**src/sv/sis_pkg.sv**
```systemverilog
// Package: shared constants and codes of the sorted integer set.
`default_nettype none
package sis_pkg;

  localparam int unsigned CAPACITY_DEF = 64;
  localparam int unsigned CNT_W_DEF    = $clog2(CAPACITY_DEF + 1);
  localparam int unsigned VAL_W        = 32;
  localparam int unsigned REQ_W        = 2;
  localparam int unsigned STATUS_W     = 2;

  typedef enum logic [REQ_W-1:0] {
    OP_ADD    = 2'd0,
    OP_REMOVE = 2'd1,
    OP_FIND   = 2'd2
  } op_e;

  typedef enum logic [STATUS_W-1:0] {
    ST_DONE   = 2'd0,
    ST_ABSENT = 2'd1,
    ST_FULL   = 2'd2
  } status_e;

  typedef enum logic [2:0] {
    S_IDLE,
    S_RD,
    S_CMP,
    S_DECIDE,
    S_UP,
    S_INS,
    S_DOWN,
    S_DONE
  } state_e;

endpackage
`default_nettype wire

```
**src/sv/sis_if.sv**
```systemverilog
// Interfaces: request and response channels of the sorted integer set.
`default_nettype none
interface sis_req_if import sis_pkg::*; ();
  logic                    valid;
  logic                    ready;
  logic [REQ_W-1:0]        req_type;
  logic signed [VAL_W-1:0] item_value;

  modport source (output valid, output req_type, output item_value, input ready);
  modport sink   (input valid, input req_type, input item_value, output ready);
endinterface

interface sis_rsp_if import sis_pkg::*; #(
  parameter int unsigned CNT_W = CNT_W_DEF
) ();
  logic                valid;
  logic                ready;
  logic [STATUS_W-1:0] status;
  logic [CNT_W-1:0]    member_count;
  logic                is_empty;

  modport source (output valid, output status, output member_count, output is_empty,
                  input ready);
  modport sink   (input valid, input status, input member_count, input is_empty,
                  output ready);
endinterface
`default_nettype wire

```
**src/sv/sis_mem.sv**
```systemverilog
// Entry memory: one write port, one read port, registered read data.
`default_nettype none
module sis_mem import sis_pkg::*; #(
  parameter int unsigned DEPTH = CAPACITY_DEF,
  parameter int unsigned AW    = $clog2(CAPACITY_DEF)
) (
  input  wire logic             clk_i,
  input  wire logic             we_i,
  input  wire logic [AW-1:0]    waddr_i,
  input  wire logic [VAL_W-1:0] wdata_i,
  input  wire logic             re_i,
  input  wire logic [AW-1:0]    raddr_i,
  output logic      [VAL_W-1:0] rdata_o
);

  logic [VAL_W-1:0] mem_q [DEPTH];

  always_ff @(posedge clk_i) begin
    if (we_i) begin
      mem_q[waddr_i] <= wdata_i;
    end
  end

  always_ff @(posedge clk_i) begin
    if (re_i) begin
      rdata_o <= mem_q[raddr_i];
    end
  end

endmodule
`default_nettype wire

```
**src/sv/sis_ctrl.sv**
```systemverilog
// Sequencer: binary search over the memory, then shift up or down to insert or remove.
`default_nettype none
module sis_ctrl import sis_pkg::*; #(
  parameter int unsigned CAPACITY = CAPACITY_DEF,
  parameter int unsigned CNT_W    = $clog2(CAPACITY_DEF + 1),
  parameter int unsigned AW       = $clog2(CAPACITY_DEF)
) (
  input  wire logic             clk_i,
  input  wire logic             rst_ni,
  sis_req_if.sink               req,
  output logic                  mem_we_o,
  output logic [AW-1:0]         mem_waddr_o,
  output logic [VAL_W-1:0]      mem_wdata_o,
  output logic                  mem_re_o,
  output logic [AW-1:0]         mem_raddr_o,
  input  wire logic [VAL_W-1:0] mem_rdata_i,
  output logic                  res_valid_o,
  input  wire logic             res_ready_i,
  output status_e               res_status_o,
  output logic [CNT_W-1:0]      res_count_o
);

  localparam logic [CNT_W-1:0] CAP = CNT_W'(CAPACITY);

  state_e                  state_q, state_d;
  logic [CNT_W-1:0]        cnt_q, cnt_d;
  logic [CNT_W-1:0]        lo_q, lo_d;
  logic [CNT_W-1:0]        hi_q, hi_d;
  logic [CNT_W-1:0]        mid_q, mid_d;
  logic [CNT_W-1:0]        idx_q, idx_d;
  logic                    found_q, found_d;
  logic                    pend_q, pend_d;
  logic [CNT_W-1:0]        pend_addr_q, pend_addr_d;
  logic signed [VAL_W-1:0] key_q, key_d;
  op_e                     op_q, op_d;
  status_e                 status_q, status_d;
  logic [CNT_W:0]          mid_sum;
  logic [CNT_W-1:0]        mid_c;
  logic [CNT_W-1:0]        idx_dec;
  logic [CNT_W-1:0]        idx_inc;

  assign mid_sum = {1'b0, lo_q} + {1'b0, hi_q};
  assign mid_c   = mid_sum[CNT_W:1];
  assign idx_dec = idx_q - CNT_W'(1);
  assign idx_inc = idx_q + CNT_W'(1);

  always_comb begin
    state_d = state_q;
    case (state_q)
      S_IDLE:   if (req.valid) state_d = S_RD;
      S_RD:     state_d = (lo_q < hi_q) ? S_CMP : S_DECIDE;
      S_CMP:    state_d = S_RD;
      S_DECIDE: begin
        if (op_q == OP_ADD) begin
          state_d = (found_q || cnt_q == CAP) ? S_DONE : S_UP;
        end else if (op_q == OP_REMOVE) begin
          state_d = found_q ? S_DOWN : S_DONE;
        end else begin
          state_d = S_DONE;
        end
      end
      S_UP:     if (idx_q <= lo_q) state_d = S_INS;
      S_INS:    state_d = S_DONE;
      S_DOWN:   if (idx_q >= cnt_q) state_d = S_DONE;
      S_DONE:   if (res_ready_i) state_d = S_IDLE;
      default:  state_d = S_IDLE;
    endcase
  end

  always_comb begin
    req.ready   = 1'b0;
    mem_we_o    = pend_q;
    mem_waddr_o = pend_addr_q[AW-1:0];
    mem_wdata_o = mem_rdata_i;
    mem_re_o    = 1'b0;
    mem_raddr_o = mid_c[AW-1:0];
    res_valid_o = 1'b0;
    cnt_d       = cnt_q;
    lo_d        = lo_q;
    hi_d        = hi_q;
    mid_d       = mid_q;
    idx_d       = idx_q;
    found_d     = found_q;
    pend_d      = 1'b0;
    pend_addr_d = pend_addr_q;
    key_d       = key_q;
    op_d        = op_q;
    status_d    = status_q;
    case (state_q)
      S_IDLE: begin
        req.ready = 1'b1;
        if (req.valid) begin
          key_d   = req.item_value;
          op_d    = op_e'(req.req_type);
          lo_d    = '0;
          hi_d    = cnt_q;
          found_d = 1'b0;
        end
      end
      S_RD: begin
        if (lo_q < hi_q) begin
          mem_re_o = 1'b1;
          mid_d    = mid_c;
        end
      end
      S_CMP: begin
        if ($signed(mem_rdata_i) < key_q) begin
          lo_d = mid_q + CNT_W'(1);
        end else begin
          hi_d = mid_q;
        end
        if ($signed(mem_rdata_i) == key_q) begin
          found_d = 1'b1;
        end
      end
      S_DECIDE: begin
        status_d = found_q ? ST_DONE : ST_ABSENT;
        idx_d    = cnt_q;
        if (op_q == OP_ADD) begin
          status_d = (!found_q && cnt_q == CAP) ? ST_FULL : ST_DONE;
        end else if (op_q == OP_REMOVE) begin
          idx_d = lo_q + CNT_W'(1);
        end
      end
      S_UP: begin
        if (idx_q > lo_q) begin
          mem_re_o    = 1'b1;
          mem_raddr_o = idx_dec[AW-1:0];
          pend_d      = 1'b1;
          pend_addr_d = idx_q;
          idx_d       = idx_dec;
        end
      end
      S_INS: begin
        mem_we_o    = 1'b1;
        mem_waddr_o = lo_q[AW-1:0];
        mem_wdata_o = key_q;
        cnt_d       = cnt_q + CNT_W'(1);
      end
      S_DOWN: begin
        if (idx_q < cnt_q) begin
          mem_re_o    = 1'b1;
          mem_raddr_o = idx_q[AW-1:0];
          pend_d      = 1'b1;
          pend_addr_d = idx_dec;
          idx_d       = idx_inc;
        end else begin
          cnt_d = cnt_q - CNT_W'(1);
        end
      end
      S_DONE: begin
        res_valid_o = 1'b1;
      end
      default: ;
    endcase
  end

  assign res_status_o = status_q;
  assign res_count_o  = cnt_q;

  always_ff @(posedge clk_i or negedge rst_ni) begin
    if (!rst_ni) begin
      state_q <= S_IDLE;
      cnt_q   <= '0;
      pend_q  <= 1'b0;
    end else begin
      state_q <= state_d;
      cnt_q   <= cnt_d;
      pend_q  <= pend_d;
    end
  end

  always_ff @(posedge clk_i) begin
    lo_q        <= lo_d;
    hi_q        <= hi_d;
    mid_q       <= mid_d;
    idx_q       <= idx_d;
    found_q     <= found_d;
    pend_addr_q <= pend_addr_d;
    key_q       <= key_d;
    op_q        <= op_d;
    status_q    <= status_d;
  end

endmodule
`default_nettype wire

```
**src/sv/sorted_integer_set.sv**
```systemverilog
// Top level of the sorted integer set.
// Holds up to CAPACITY distinct signed 32-bit values in ascending order in one
// synchronous memory. Each request word (add, remove or find) returns one
// response word with status, the count held afterwards and an empty flag.
// A request is accepted in the idle state and then runs a binary search, a read
// state and a compare state per probe. An add of a new value then moves every
// entry at or above the insertion point up by one, one entry per cycle, and a
// remove moves the entries above the hit down by one. The response then passes
// through the output register. One request is handled at a time; the response
// register lets the next request enter while a response waits to be taken.
`default_nettype none
module sorted_integer_set import sis_pkg::*; #(
  parameter int unsigned CAPACITY = CAPACITY_DEF
) (
  input  wire logic clk_i,
  input  wire logic rst_ni,
  sis_req_if.sink   req,
  sis_rsp_if.source rsp
);

  localparam int unsigned CNT_W = $clog2(CAPACITY + 1);
  localparam int unsigned AW    = $clog2(CAPACITY);

  logic             mem_we;
  logic [AW-1:0]    mem_waddr;
  logic [VAL_W-1:0] mem_wdata;
  logic             mem_re;
  logic [AW-1:0]    mem_raddr;
  logic [VAL_W-1:0] mem_rdata;
  logic             res_valid;
  logic             res_ready;
  status_e          res_status;
  logic [CNT_W-1:0] res_count;

  logic             out_valid_q;
  status_e          out_status_q;
  logic [CNT_W-1:0] out_count_q;

  sis_ctrl #(
    .CAPACITY (CAPACITY),
    .CNT_W    (CNT_W),
    .AW       (AW)
  ) u_ctrl (
    .clk_i        (clk_i),
    .rst_ni       (rst_ni),
    .req          (req),
    .mem_we_o     (mem_we),
    .mem_waddr_o  (mem_waddr),
    .mem_wdata_o  (mem_wdata),
    .mem_re_o     (mem_re),
    .mem_raddr_o  (mem_raddr),
    .mem_rdata_i  (mem_rdata),
    .res_valid_o  (res_valid),
    .res_ready_i  (res_ready),
    .res_status_o (res_status),
    .res_count_o  (res_count)
  );

  sis_mem #(
    .DEPTH (CAPACITY),
    .AW    (AW)
  ) u_mem (
    .clk_i   (clk_i),
    .we_i    (mem_we),
    .waddr_i (mem_waddr),
    .wdata_i (mem_wdata),
    .re_i    (mem_re),
    .raddr_i (mem_raddr),
    .rdata_o (mem_rdata)
  );

  assign res_ready = !out_valid_q || rsp.ready;

  always_ff @(posedge clk_i or negedge rst_ni) begin
    if (!rst_ni) begin
      out_valid_q <= 1'b0;
    end else if (res_ready) begin
      out_valid_q <= res_valid;
    end
  end

  always_ff @(posedge clk_i) begin
    if (res_ready && res_valid) begin
      out_status_q <= res_status;
      out_count_q  <= res_count;
    end
  end

  assign rsp.valid        = out_valid_q;
  assign rsp.status       = out_status_q;
  assign rsp.member_count = out_count_q;
  assign rsp.is_empty     = (out_count_q == '0);

endmodule
`default_nettype wire

```
**src/flat_wrapper.sv**
```systemverilog
// flat-port wrapper written by rule: the top's interface ports become plain ports
module sorted_integer_set_flat import sis_pkg::*;
#(
  parameter int unsigned CAPACITY = CAPACITY_DEF
)
  (clk_i, rst_ni, req_valid, req_req_type, req_item_value, req_ready, rsp_valid, rsp_status, rsp_member_count, rsp_is_empty, rsp_ready);
  sis_req_if req_i ();
  sis_rsp_if rsp_i ();
  input  wire logic clk_i;
  input  wire logic rst_ni;
  input wire logic [$bits(req_i.valid)-1:0] req_valid;
  input wire logic [$bits(req_i.req_type)-1:0] req_req_type;
  input wire logic [$bits(req_i.item_value)-1:0] req_item_value;
  output wire logic [$bits(req_i.ready)-1:0] req_ready;
  output wire logic [$bits(rsp_i.valid)-1:0] rsp_valid;
  output wire logic [$bits(rsp_i.status)-1:0] rsp_status;
  output wire logic [$bits(rsp_i.member_count)-1:0] rsp_member_count;
  output wire logic [$bits(rsp_i.is_empty)-1:0] rsp_is_empty;
  input wire logic [$bits(rsp_i.ready)-1:0] rsp_ready;
  assign req_i.valid = req_valid;
  assign req_i.req_type = req_req_type;
  assign req_i.item_value = req_item_value;
  assign req_ready = req_i.ready;
  assign rsp_valid = rsp_i.valid;
  assign rsp_status = rsp_i.status;
  assign rsp_member_count = rsp_i.member_count;
  assign rsp_is_empty = rsp_i.is_empty;
  assign rsp_i.ready = rsp_ready;
  sorted_integer_set #(.CAPACITY(CAPACITY)) u_core (.clk_i(clk_i), .rst_ni(rst_ni), .req(req_i), .rsp(rsp_i));
endmodule
```
**config.mk**
```make
export PLATFORM = sky130hd
export DESIGN_NAME = sorted_integer_set_flat
export DESIGN_NICKNAME = d
export VERILOG_FILES = /design/src/sv/sis_pkg.sv /design/src/sv/sis_if.sv /design/src/sv/sis_mem.sv /design/src/sv/sis_ctrl.sv /design/src/sv/sorted_integer_set.sv /design/src/flat_wrapper.sv
export SDC_FILE = /design/constraint.sdc
export NUM_CORES = 2
export LEC_CHECK = 0
export ABC_CLOCK_PERIOD_IN_PS = 5650
export BUFFER_PORTS_ARGS = -buffer_cell sky130_fd_sc_hd__buf_2
export CAP_MARGIN = 20
export CORE_ASPECT_RATIO = 0.5
export CORE_MARGIN = 4
export CORE_UTILIZATION = 57
export DETAILED_ROUTE_END_ITERATION = 8
export HOLD_SLACK_MARGIN = 0.06
export PLACE_DENSITY = 0.79
export SLEW_MARGIN = 10
export SYNTH_ARGS = -nofsm -noshare
export SYNTH_HDL_FRONTEND = slang
export SYNTH_SLANG_ARGS = --single-unit
export TNS_END_PERCENT = 50
```
**constraint.sdc**
```tcl
create_clock -name clk_i -period 5.65 [get_ports clk_i]
set_input_delay 0.565 -clock clk_i [delete_from_list [all_inputs] [get_ports clk_i]]
set_output_delay 0.565 -clock clk_i [all_outputs]
set_load 0.02 [all_outputs]
```
## Word-level counts from Yosys, hierarchy flattened

Memories as Yosys holds them, arrays and structs flattened. A register that Yosys moved wholly into a read port is not among the register bits.
Index checks and enable logic that the tools add are counted.

- Bits in writable memories: 2,048
- Bits of input ports: 38
- Word-level logic and storage cells: 118
- Register bits after elaboration: 92
- Memories kept: 1

- Order comparisons: 6
- Reductions and logical operators: 22
- $add $sub $neg: 7
- Equality and inequality tests: 20
- Multiplexer cells: 47

Memory list:

| memory | depth | width | read ports | clocked after memory_dff | write ports | line | text |
|---|---|---|---|---|---|---|---|
| u_core.u_mem.mem_q | 64 | 32 | 1 | 1 | 1 | sis_mem.sv:16 | `logic [VAL_W-1:0] mem_q [DEPTH];` |

Operators with widths:

| operator | count |
|---|---|
| 7-bit 2-to-1 mux | 9 |
| 7-bit one-hot mux with 2 select lines | 3 |
| 32-bit == test | 1 |
| 32-bit less-than comparator | 1 |
| 32-bit 2-to-1 mux | 1 |
| 6-bit 2-to-1 mux | 5 |
| 7-bit by 1-bit adder with 7-bit output (second input constant) | 4 |
| 3-bit one-hot mux with 8 select lines | 1 |
| 6-bit one-hot mux with 2 select lines | 2 |
| 7-bit one-hot mux with 3 select lines | 1 |
| 2-bit inequality test (second input constant) | 9 |
| 3-bit AND reduction | 5 |
| 7-bit less-than comparator | 2 |
| 1-bit 2-to-1 mux | 14 |
| 7-bit by 1-bit subtractor with 7-bit output (second input constant) | 2 |
| 3-bit == test (second input constant) | 4 |
| 3-bit 2-to-1 mux | 4 |
| 7-bit by 7-bit adder with 8-bit output | 1 |
| 2-bit 2-to-1 mux | 4 |
| 7-bit == test (second input constant) | 1 |
| 7-bit greater-or-equal comparator | 1 |
| 7-bit greater-than comparator | 1 |
| 7-bit <= comparator | 1 |
| 7-bit logical NOT | 1 |
| other kinds (15) | 24 |

## Logic depth before layout (Yosys ltp)

- Word-level depth: 5
- Depth in mapped cells: 17
- Depth with buffers taken out: 13

## By module

From an unflattened synthesis, not the netlist that was laid out.

- Cells, all modules: 3,947
- Area total of the unflattened synthesis: 84,912.7 um^2

By module, submodules not included:

| module | cells an instance | times used | area each (um^2) |
|---|---|---|---|
| sis_mem | 3,324 | 1 | 78,835.6 |
| sis_ctrl | 608 | 1 | 5,739.3 |
| sorted_integer_set | 15 | 1 | 337.8 |

## Worst setup path after synthesis

OpenSTA, ideal clock, no wires.

- Path type: reg-to-reg
- From: register u_core.u_ctrl.state_q[1]
- To: memory u_core.u_mem.mem_q[0][31], data pin
- Path slack: 1,065 ps
- Stages on the path, launching flop included: 8
- Data arrival time: 3,883 ps
- Period minus slack after synthesis: 4,585 ps
- Path through: dfrtp_1 -> buf_2 -> inv_1 -> nand3_1 -> clkbuf_1 -> clkbuf_1 -> clkbuf_1 -> o21ai_0

- Longest elaborated chain between the ends: 2

Ends and longest elaborated chain:

| what | line | text |
|---|---|---|
| start, declared | sis_ctrl.sv:25 | `state_e state_q, state_d;` |
| start signal, assigned | sis_ctrl.sv:167 | `state_q <= state_d;` |
| 3-bit == test | sis_ctrl.sv:89 | `case (state_q)` |
| 32-bit 2-to-1 mux | sis_ctrl.sv:89 |  |
| net u_core.mem_wdata[31] | sorted_integer_set.sv:26 | `logic [VAL_W-1:0] mem_wdata;` |
| end, declared | sis_mem.sv:16 |  |

The timed path passes the listed nets, and every way through them passes these cells.

## Worst setup path in the final report

- From: register u_core.u_ctrl.idx_q[4]
- To: register u_core.u_mem.rdata_o[15], read port of u_core.u_mem.mem_q, data pin

- Longest elaborated chain between the ends: 3
- Elaborated cells on any way between the ends: 9
- Classes of those cells: add/sub (1); order compare (2); mux (6)

Ends and longest elaborated chain:

| what | line | text |
|---|---|---|
| start, declared | sis_ctrl.sv:30 | `logic [CNT_W-1:0] idx_q, idx_d;` |
| start signal, assigned | sis_ctrl.sv:177 | `idx_q <= idx_d;` |
| 7-bit by 1-bit subtractor with 7-bit output, or another cell as far along | sis_ctrl.sv:44 | `assign idx_dec = idx_q - CNT_W'(1);` |
| 6-bit 2-to-1 mux, or another cell as far along | sis_ctrl.sv:126 | `if (idx_q > lo_q) begin` |
| 6-bit one-hot mux with 2 select lines / 1-bit one-hot mux with 3 select lines (equally long branches) | sis_ctrl.sv:89 |  |
| end, declared | sis_mem.sv:13 | `output logic [VAL_W-1:0] rdata_o` |

Several ways; a longest one is shown, not always the timed one.
A chain may end at the register's enable or synchronous reset.

==> reports/qor.txt <==
Starting Density: 57.3%
Placement Rows: 101
Die span in x: 560 um
Post-synth top cells: 2,160 x edfxtp_1, 1,832 x nand2_1, 929 x a21oi_1
CTS tree: yes
Worst Skew: 0.0359 ns
Clock tree buffer depth: 3
Final WL: 262,000 um
Rel. slew slack: 17.4%
Required time of the critical path: 6.34 ns
# port buffers: 49
Crit path arrival time: 6.23 ns
Status: finished clean
CP max stage delay: 0.86 ns
# Post-CTS Setup Buffers: 0
Chip Height: 284 um
TritonCTS Buffers: 180
Wire per inst: 29.1 um
CP endpoint kind: register
RSZ-0062 raised after global routing: no
Max-Cap Viols: 0
Antenna violation net count after detailed routing: 0
Share of cells above drive strength 1: 10.7%
Largest net degree at the start of global routing: 109
Net Count, Synth: 6,753
Latest clock arrival within the worst-skew pair: 0.84 ns
Io pins: 50
Least-Margin Pin Slew: 1.23 ns
Die area: 159,000 um^2
CP cell instances: ha_1 -> a211o_1 -> a21oi_2 -> a21oi_2 -> nor2_2 -> a221o_1 -> and2_4 -> buf_4 -> buf_4 -> nand3_1 -> a31oi_1 -> or4_1
GRT Util Overall: 32.2%
Area grow syn2layout: 12.6%
Slew Limit Fails: 0
Share of the synthesized area in the top cell type: 74.6%
Cell variety after synth: 63
Most frequent cell after synthesis: edfxtp_1
Cell accounting for the most synthesized area: edfxtp_1
Sequential area share after synthesis: 74.9%
Hold WS: 0.135 ns
HPWL after DPL: 157,000 um
Detailed-route via count: 60.0k
Top cells by area, synth: edfxtp_1 75%, nand2_1 7.9%, a21oi_1 5.3%
Grt ovf: 0
Fin nets: 6,930
Mapped Cells: 6,645
Core outline area: 152,000 um^2
Synth Flop Type: edfxtp_1
Final hold violation count: 0
CP startpoint kind: register
Drt pass-1 iters: 9
Worst hold path type: primary input to register
CTS root buf: clkbuf_16
Initial DRC Count: 11.3k
Reg clk slew, reported paths: 0.07 ns
Routability cong.: 0.985
Slowest cell on crit path: a31oi_1
Final period util: 98.0%
Post-synth ARST share: 0.552%
Critical-path maximum fanout: 54
Register area: 65,200 um^2
CTS H-Tree Depth: 4
Register bit total from synthesis: 2,172
Global-route wire length before repair: 379,000 um
Crit path kind: register to register
Setup violators final: 0
CTS sink count: 2,172
Syn avg cell area: 13.1 um^2
Warnings from Yosys: 0
Mapped Area: 86,900 um^2
Filler cells: 10.1k
Multi-input combinational cell area: 20,600 um^2
Post-layout min period: 5.54 ns
Max Clock Freq: 0.181 GHz
Number of global-route vias before repair: 57.1k
Initial antenna violation count: 34
EDFF count, synth: 2,160
Residual DRC: 0
Setup total negative slack: 0 ns
DR vias/cell: 6.68
-- worst paths after layout --
kind	from	to	slack (ns)	cells past startpoint
worst max register to register	u_core.u_ctrl.idx_q[4]$_DFFE_PP_	u_core.u_mem.rdata_o[15]$_DFFE_PP_	0.11	12
worst max-delay path	u_core.u_ctrl.idx_q[4]$_DFFE_PP_	u_core.u_mem.rdata_o[15]$_DFFE_PP_	0.11	12
worst min-delay path	req_valid	u_core.u_ctrl.found_q$_DFFE_PP_	0.13	3
min in group asynchronous	rst_ni	u_core.u_ctrl.res_count_o[3]$_DFFE_PN0P_	0.21	2
worst min register to register	u_core.u_ctrl.res_status_o[1]$_SDFFCE_PN0P_	u_core.rsp.status[1]$_DFFE_PP_	0.43	0
max in group asynchronous	rst_ni	u_core.u_ctrl.pend_q$_DFF_PN0_	5.14	2
-- registers in the layout, indices dropped and copies added, names as in the netlist --
signal / flops
u_core.u_ctrl.pend_addr_q: 6
u_core.u_ctrl.mid_q: 7
u_core.u_ctrl.state_q: 3
u_core.u_ctrl.found_q: 1
u_core.u_ctrl.hi_q: 7
u_core.rsp.status: 2
u_core.rsp.member_count: 7
u_core.u_ctrl.pend_q: 1
u_core.u_mem.mem_q: 2048
u_core.u_mem.rdata_o: 32
u_core.u_ctrl.res_status_o: 2
u_core.u_ctrl.key_q: 32
u_core.u_ctrl.lo_q: 7
u_core.u_ctrl.op_q: 2
u_core.rsp.valid: 1
u_core.u_ctrl.idx_q: 7
u_core.u_ctrl.res_count_o: 7
-- worst max-delay path: cells and delay by family, from the launching register on --
| family | cells | cell delay [ns] |
|---|---|---|
| AND/OR/NAND/NOR | 4 | 1.54 |
| adder cells (fa/ha/maj) | 1 | 0.34 |
| buffers and inverters | 2 | 0.51 |
| flip-flops | 1 | 0.66 |
| AO/OA/AOI/OAI | 5 | 2.27 |
-- metal layers --
metal | vias to the layer above | GRT usage [%] | share of wire, %
met1 | 28800 | 42.2 | 33
met2 | 5248 | 47.1 | 44
met5 | - | 0 | 0.11
li1 | 25000 | - | -
met4 | 26 | 17.1 | 5.9
met3 | 914 | 12.0 | 17
-- cells in the final DEF (no fill, tap or decap), types with 51 or more instances in the layout --
master	n
nand3_1	327
edfxtp_1	2160
buf_12	51
a31oi_1	98
nand2_1	1832
a32oi_1	155
ha_1	68
buf_4	277
inv_1	71
nor2_4	58
a21oi_1	929
clkbuf_16	186
a22oi_1	172
-- through the flow --
stage               worst slack, ns  instances  cell area [um^2]  util (%)
finish                        0.113       8981             97900      64.6
global route               0.000880       8975             97900      64.6
CTS                           0.378       8961             97700      64.4
detailed placement            0.391       8601             91900      60.6
global placement              0.490       8599             91800      60.6
floorplan                      1.07       6645             86900         -
-- layout make-up --
| class | count | area share, % |
|---|---|---|
| multi-input cells | 3976 | 21.1 |
| clock buffers | 229 | 4.92 |
| diodes | 9 | 0.0230 |
| clock inverters | 95 | 0.696 |
| repair buffers | 420 | 3.89 |
| well taps | 2008 | 2.57 |
| flip-flops and latches | 2172 | 66.5 |
| inverters | 72 | 0.276 |
-- cells by family after synthesis --
group,share of synthesized area [%]
fa+ha+maj,1.02
buf+inv,2.36
simple gates,11.2
flops,74.9
compound gates,10.2
xor+xnor,0.282
mux,0.0460
-- timing repair --
action                     4_1_cts  5_1_grt
hold endpoints to repair        47        0
resized for setup                0        0
hold buffers                    36        0
setup endpoints to repair        0        1
Power is left out: the tool's default activity adds up to more than one toggle a clock period on the data nets, which glitch-free logic cannot reach.
